===== config.mk =====
export PLATFORM = sky130hd
export DESIGN_NAME = ble_cell
export DESIGN_NICKNAME = d
export VERILOG_FILES = /design/src/hw/rtl/ble_pkg.sv /design/src/hw/rtl/ble_cell.sv
export SDC_FILE = /design/constraint.sdc
export NUM_CORES = 1
export LEC_CHECK = 0
export ABC_AREA = 1
export BUFFER_PORTS_ARGS = -buffer_cell sky130_fd_sc_hd__buf_2
export CAP_MARGIN = 0
export CORE_AREA = 10 10 103 105
export DETAILED_ROUTE_END_ITERATION = 7
export DIE_AREA = 0 0 113 115
export PLACE_DENSITY = 0.82
export SYNTH_ARGS = -nofsm -noshare
export SYNTH_HDL_FRONTEND = slang
export SYNTH_SLANG_ARGS = --single-unit

===== constraint.sdc =====
create_clock -name clk_i -period 1.3 [get_ports clk_i]
set_input_delay 0.26 -clock clk_i [delete_from_list [all_inputs] [get_ports clk_i]]
set_output_delay 0.26 -clock clk_i [all_outputs]
set_load 0.05 [all_outputs]

===== src/hw/rtl/ble_pkg.sv =====
`timescale 1ns / 1ps
`default_nettype none
// ----------------------------------------------------------------------------
// ble_pkg
// Shared types and constants for the budgeted LRU evictor.
// ----------------------------------------------------------------------------
package ble_pkg;

  localparam int unsigned KeyW   = 32;
  localparam int unsigned BytesW = 40;
  localparam int unsigned TimeW  = 48;
  localparam int unsigned TotalW = 45;

  localparam logic [BytesW-1:0] DefaultLimit = 40'd21474836480;

  localparam logic [1:0] CmdCreate = 2'd0;
  localparam logic [1:0] CmdAccess = 2'd1;
  localparam logic [1:0] CmdDelete = 2'd2;
  localparam logic [1:0] CmdClear  = 2'd3;

  localparam logic [1:0] StOk       = 2'd0;
  localparam logic [1:0] StNotFound = 2'd1;
  localparam logic [1:0] StFull     = 2'd2;

  localparam logic EvRemoved  = 1'b0;
  localparam logic EvFinished = 1'b1;

  // One table entry as it travels along the cell chain.
  typedef struct packed {
    logic              valid;
    logic [KeyW-1:0]   key;
    logic [BytesW-1:0] bytes;
    logic [TimeW-1:0]  stamp;
  } entry_t;

endpackage
`default_nettype wire


===== src/hw/rtl/ble_cell.sv =====
`timescale 1ns / 1ps
`default_nettype none
// ----------------------------------------------------------------------------
// ble_cell
// One table slot of the rotating chain; loads its neighbor's entry on shift.
// ----------------------------------------------------------------------------
module ble_cell
  import ble_pkg::*;
(
  input  wire logic   clk_i,
  input  wire logic   rst_ni,
  input  wire logic   shift_i,
  input  wire entry_t entry_i,
  output entry_t      entry_o
);

  logic   valid_q;
  entry_t data_q;

  always_ff @(posedge clk_i or negedge rst_ni) begin
    if (!rst_ni) begin
      valid_q <= 1'b0;
    end else if (shift_i) begin
      valid_q <= entry_i.valid;
    end
  end

  always_ff @(posedge clk_i) begin
    if (shift_i) begin
      data_q <= entry_i;
    end
  end

  always_comb begin
    entry_o       = data_q;
    entry_o.valid = valid_q;
  end

endmodule
`default_nettype wire


==> impl_results.md, run 1 <==
* Status: stopped before the end
* Exit stage: clock tree synthesis (4_1_cts)
* Tool error: [ERROR RSZ-0060] Max buffer count reached.
* Synth top area cells: edfxtp_1 99%, dfrtp_1 0.69%, nand2_1 0.31%, buf_4 0.21%, inv_1 0.10%
* Synth Area per Inst at 29.0 um2
* CTS Root Cell: clkbuf_8
* I/O pin count at 245
* Clk sinks at 121
* Adder-Cell Fraction of Synth Area at 0%
* Row count at 34
* Leading area contributor after synthesis: edfxtp_1
* Post-Synth Simple-Gate Area at 0.308%
* Starting Density at 42.7%
* Post-synthesis mux area share at 0%
* Register area share after synthesis at 99.4%
* Syn Inst Count at 126
* Syn_nets at 250
* Yosys reg bits at 121
* Clock Path Buffers at 2
* Synth Area in Compound Gates at 0%
* Synth Cell Area at 3650 um2
* Post-CTS Setup Inserts at 0
* Num CTS Buffers at 17
* H-tree level count at 4
* Die Height at 115 um
* CTS Hold Bufs at 103
* Area share of the largest cell type after synthesis at 98.7%
* # resized after CTS at 242
* Port bufs at 244
* Largest family of logic cells by synthesized area: buffers and inverters
* Yosys cell types at 5
* Ys Warns at 0
* Die X at 113 um
* Xor and xnor area share after synthesis at 0%
* Gpl congestion at 0.738
==> metrics by stage <==
step | area (um2) | cells | util, % | worst slack [ps]
after detailed placement | 5060 | 481 | 59.1 | 202
after global placement | 5060 | 481 | 59.1 | 232
after floorplan | 3650 | 126 | - | 439
==> cells by family after synthesis <==
kind of cell,Yosys count
flops,121
buf+inv,2
simple gates,3
==> cell usage after synthesis <==
cell / instances
edfxtp_1: 120
nand2_1: 3
buf_4: 1
dfrtp_1: 1
inv_1: 1
==> inputs of run 2 (changes only) <==
--- a/config.mk
+++ b/config.mk
@@ -8,10 +8,10 @@
 export ABC_AREA = 1
 export BUFFER_PORTS_ARGS = -buffer_cell sky130_fd_sc_hd__buf_2
 export CAP_MARGIN = 0
-export CORE_AREA = 10 10 103 105
+export CORE_AREA = 10 10 122 124
 export DETAILED_ROUTE_END_ITERATION = 7
-export DIE_AREA = 0 0 113 115
-export PLACE_DENSITY = 0.82
+export DIE_AREA = 0 0 132 134
+export PLACE_DENSITY_LB_ADDON = 0.15
 export SYNTH_ARGS = -nofsm -noshare
 export SYNTH_HDL_FRONTEND = slang
 export SYNTH_SLANG_ARGS = --single-unit
==> run 2 against run 1 <==
Against the previous run:
- the run now ends clean
- synthesized cell count unchanged
- area after synthesis unchanged
==> impl_results.md, run 2 <==
* Switching part of the total at 26.4%
* RSZ-0062 raised after global routing: false
* Most frequent cells in the layout: 219 x buf_2, 120 x edfxtp_1, 23 x buf_4, 17 x clkbuf_16, 6 x clkbuf_8
* Starting Density at 29.3% (-13 points)
* CP Depth at 1
* Asr flop ratio synth at 0.826% (unchanged)
* Synth Area per Inst at 29.0 um2 (unchanged)
* Max_cap viols at 0
* CTS Root Cell: clkbuf_16
* Post-DP HPWL at 8290 um
* Grt ovf at 0
* Worst Hold Class: input pin to register
* Yosys reg bits at 121 (unchanged)
* Port bufs at 244 (unchanged)
* Syn_nets at 250 (unchanged)
* R2r endpoint: valid_q
* Clk slew on worst S/H paths at 50 ps
* Fin nets at 520
* Worst-path cell chain: clkbuf_4
* Critical Path Fanout Max at 1
* Pint at 0.00814 W
* Leading area contributor after synthesis: edfxtp_1
* Final hold vios at 0
* CP max-delay cell: edfxtp_1
* Setup TNS at 0 ps
* Cell with the most instances after synthesis: edfxtp_1
* Pre-CTS WS at 168 ps (-33.7 ps)
* Setup crit start kind: register
* Routed len/inst at 18.0 um
* Clock Path Buffers at 2 (unchanged)
* WL final at 10500 um
* Starting DRT DRC Count at 142
* Die Height at 134 um (+17%)
* Synth top area cells: edfxtp_1 99%, dfrtp_1 0.69%, nand2_1 0.31%, buf_4 0.21%, inv_1 0.10%
* Worst-case clock skew at 0 ps
* Sw power at 0.00292 W
* CP top delay family: flip-flops
* Final setup violation count at 0
* Post-CTS Setup Inserts at 0 (unchanged)
* Num CTS Buffers at 17 (unchanged)
* All-Layer GR Usage at 11.7%
* Vias in the first global route at 2591
* Final Cycle Share at 97.2%
* Worst EP arrival at 1000 ps
* Worst Hold Depth at 1
* Hold Path Sink: entry_o[19]
* Number of flip-flops in the largest register at 120
* Via/cell ratio at 3.91
* Area share of the largest cell type after synthesis at 98.7% (unchanged)
* Worst VDD drop at 0.959 mV
* Die X at 132 um (+17%)
* Synth-to-layout area growth at 60.1%
* Synth Cell Area at 3650 um2 (unchanged)
* Reg power frac at 42.5%
* Row count at 41 (+21%)
* Yosys cell types at 5 (unchanged)
* Worst slew pin tran at 279 ps
* FF-to-FF setup slack at 700 ps
* Slowest Stage Delay on Critical Path at 370 ps
* Initial antenna violation count at 1
* Total Power at 0.0111 W
* Syn Inst Count at 126 (unchanged)
* Worst-Skew Late Latency at 410 ps
* Clk sinks at 121 (unchanged)
* H-tree level count at 4 (unchanged)
* Comb pwr share at 15.6%
* R2R Path Start: valid_q
* Slew Limit Fails at 0
* Req. time, crit path at 1040 ps
* Peak Freq at 791 MHz
* Ys Warns at 0 (unchanged)
* Status: finished clean
* I/O pin count at 245 (unchanged)
* Post-route ant nets at 0
* Setup ws final at 36.3 ps
* Worst reg-to-reg path cell count at 2
* 1st-pass router iterations at 5
* Largest net degree at the start of global routing at 42
* Critical path buffer and inverter count at 1
* Core box area at 12500 um2
* Clock network power share at 41.9%
* Synth top cells by count: 120 x edfxtp_1, 3 x nand2_1, 1 x buf_4, 1 x dfrtp_1, 1 x inv_1
* Gpl congestion at 0.727 (-1.5%)
* Max_slew headroom at 81.5%
* Pwr dens at 1890 nW/um2
* Most common cell after layout, fill and taps aside: buf_2
* CP endpoint kind: output pin
* Share of cells above drive strength 1 at 68.2%
* Hold path start: entry_i[19]
* TritonCTS clock tree: built
* Minimum clock period at 1260 ps
* Post-synth EDFFs at 120 (unchanged)
* Drc violations at 0
* Crit Path Category: register to output pin
* Post-synth top flop: edfxtp_1
* Full die area at 17700 um2
* Register area share after synthesis at 99.4% (unchanged)
* Leakage at 2.52 nW
* First-pass GRT wire length at 15400 um
* Routed vias at 2275
## run 2: cell families after synthesis
group | after synthesis | share of synthesized area (%)
flip-flops | 121 | 99.4
AND/OR/NAND/NOR | 3 | 0.308
buffers and inverters | 2 | 0.308
## run 2: worst max-delay path by stage
stage / endpoint / startpoint
after floorplan: entry_o[0] / entry_o[0]
after global placement: entry_o[40] / shift_i
after detailed placement: entry_o[69] / shift_i
after CTS: entry_o[42] / entry_o[42]
after global routing: entry_o[0] / entry_o[0]
final: entry_o[30] / entry_o[30]
## run 2: power groups by stage
| stage | Combinational (W) | Sequential, W | Clock (W) |
|---|---|---|---|
| 2_1_floorplan | 0.0000173 | 0.00588 | 0 |
| 3_3_place_gp | 0.00170 | 0.00478 | 0 |
| 3_5_place_dp | 0.00170 | 0.00478 | 0 |
| 4_1_cts | 0.00171 | 0.00471 | 0.00478 |
| 5_1_grt | 0.00179 | 0.00474 | 0.00494 |
| 6_report | 0.00172 | 0.00471 | 0.00463 |
## run 2: per-stage QoR
stage	hold WS [ps]	cell area, um2	utilization (%)	std cells
3_5_place_dp	36.0	5150	41.3	547
6_report	21.6	5850	46.9	582
3_3_place_gp	35.8	5150	41.3	547
4_1_cts	1.45	5770	46.3	580
2_1_floorplan	-35.6	3650	-	126
5_1_grt	0.608	5840	46.9	581
## run 2: layout make-up
cell class,count,area (um2)
diodes,1,2.50
clock inverters,6,85.1
multi-input cells,3,11.3
clock buffers,26,519
flip-flops and latches,121,3630
inverters,1,3.75
fillers,1098,6620
repair buffers,252,1380
well taps,172,215
## run 2: what timing repair did
action	4_1_cts	5_1_grt
hold buffers	1	1
resized for setup	2	42
endpoints found under the setup margin	2	22
endpoints found under the hold margin	1	1
## run 2: routing by layer
metal / global-route usage [%] / share of wire (%) / up-vias
li1: - / - / 1055
met1: 12.4 / 38 / 1029
met2: 17.1 / 46 / 172
met3: 8.55 / 14 / 17
met4: 5.62 / 1.6 / 2
met5: 0 / 0.11 / -
No activity file was read; power rests on OpenSTA's default activity.
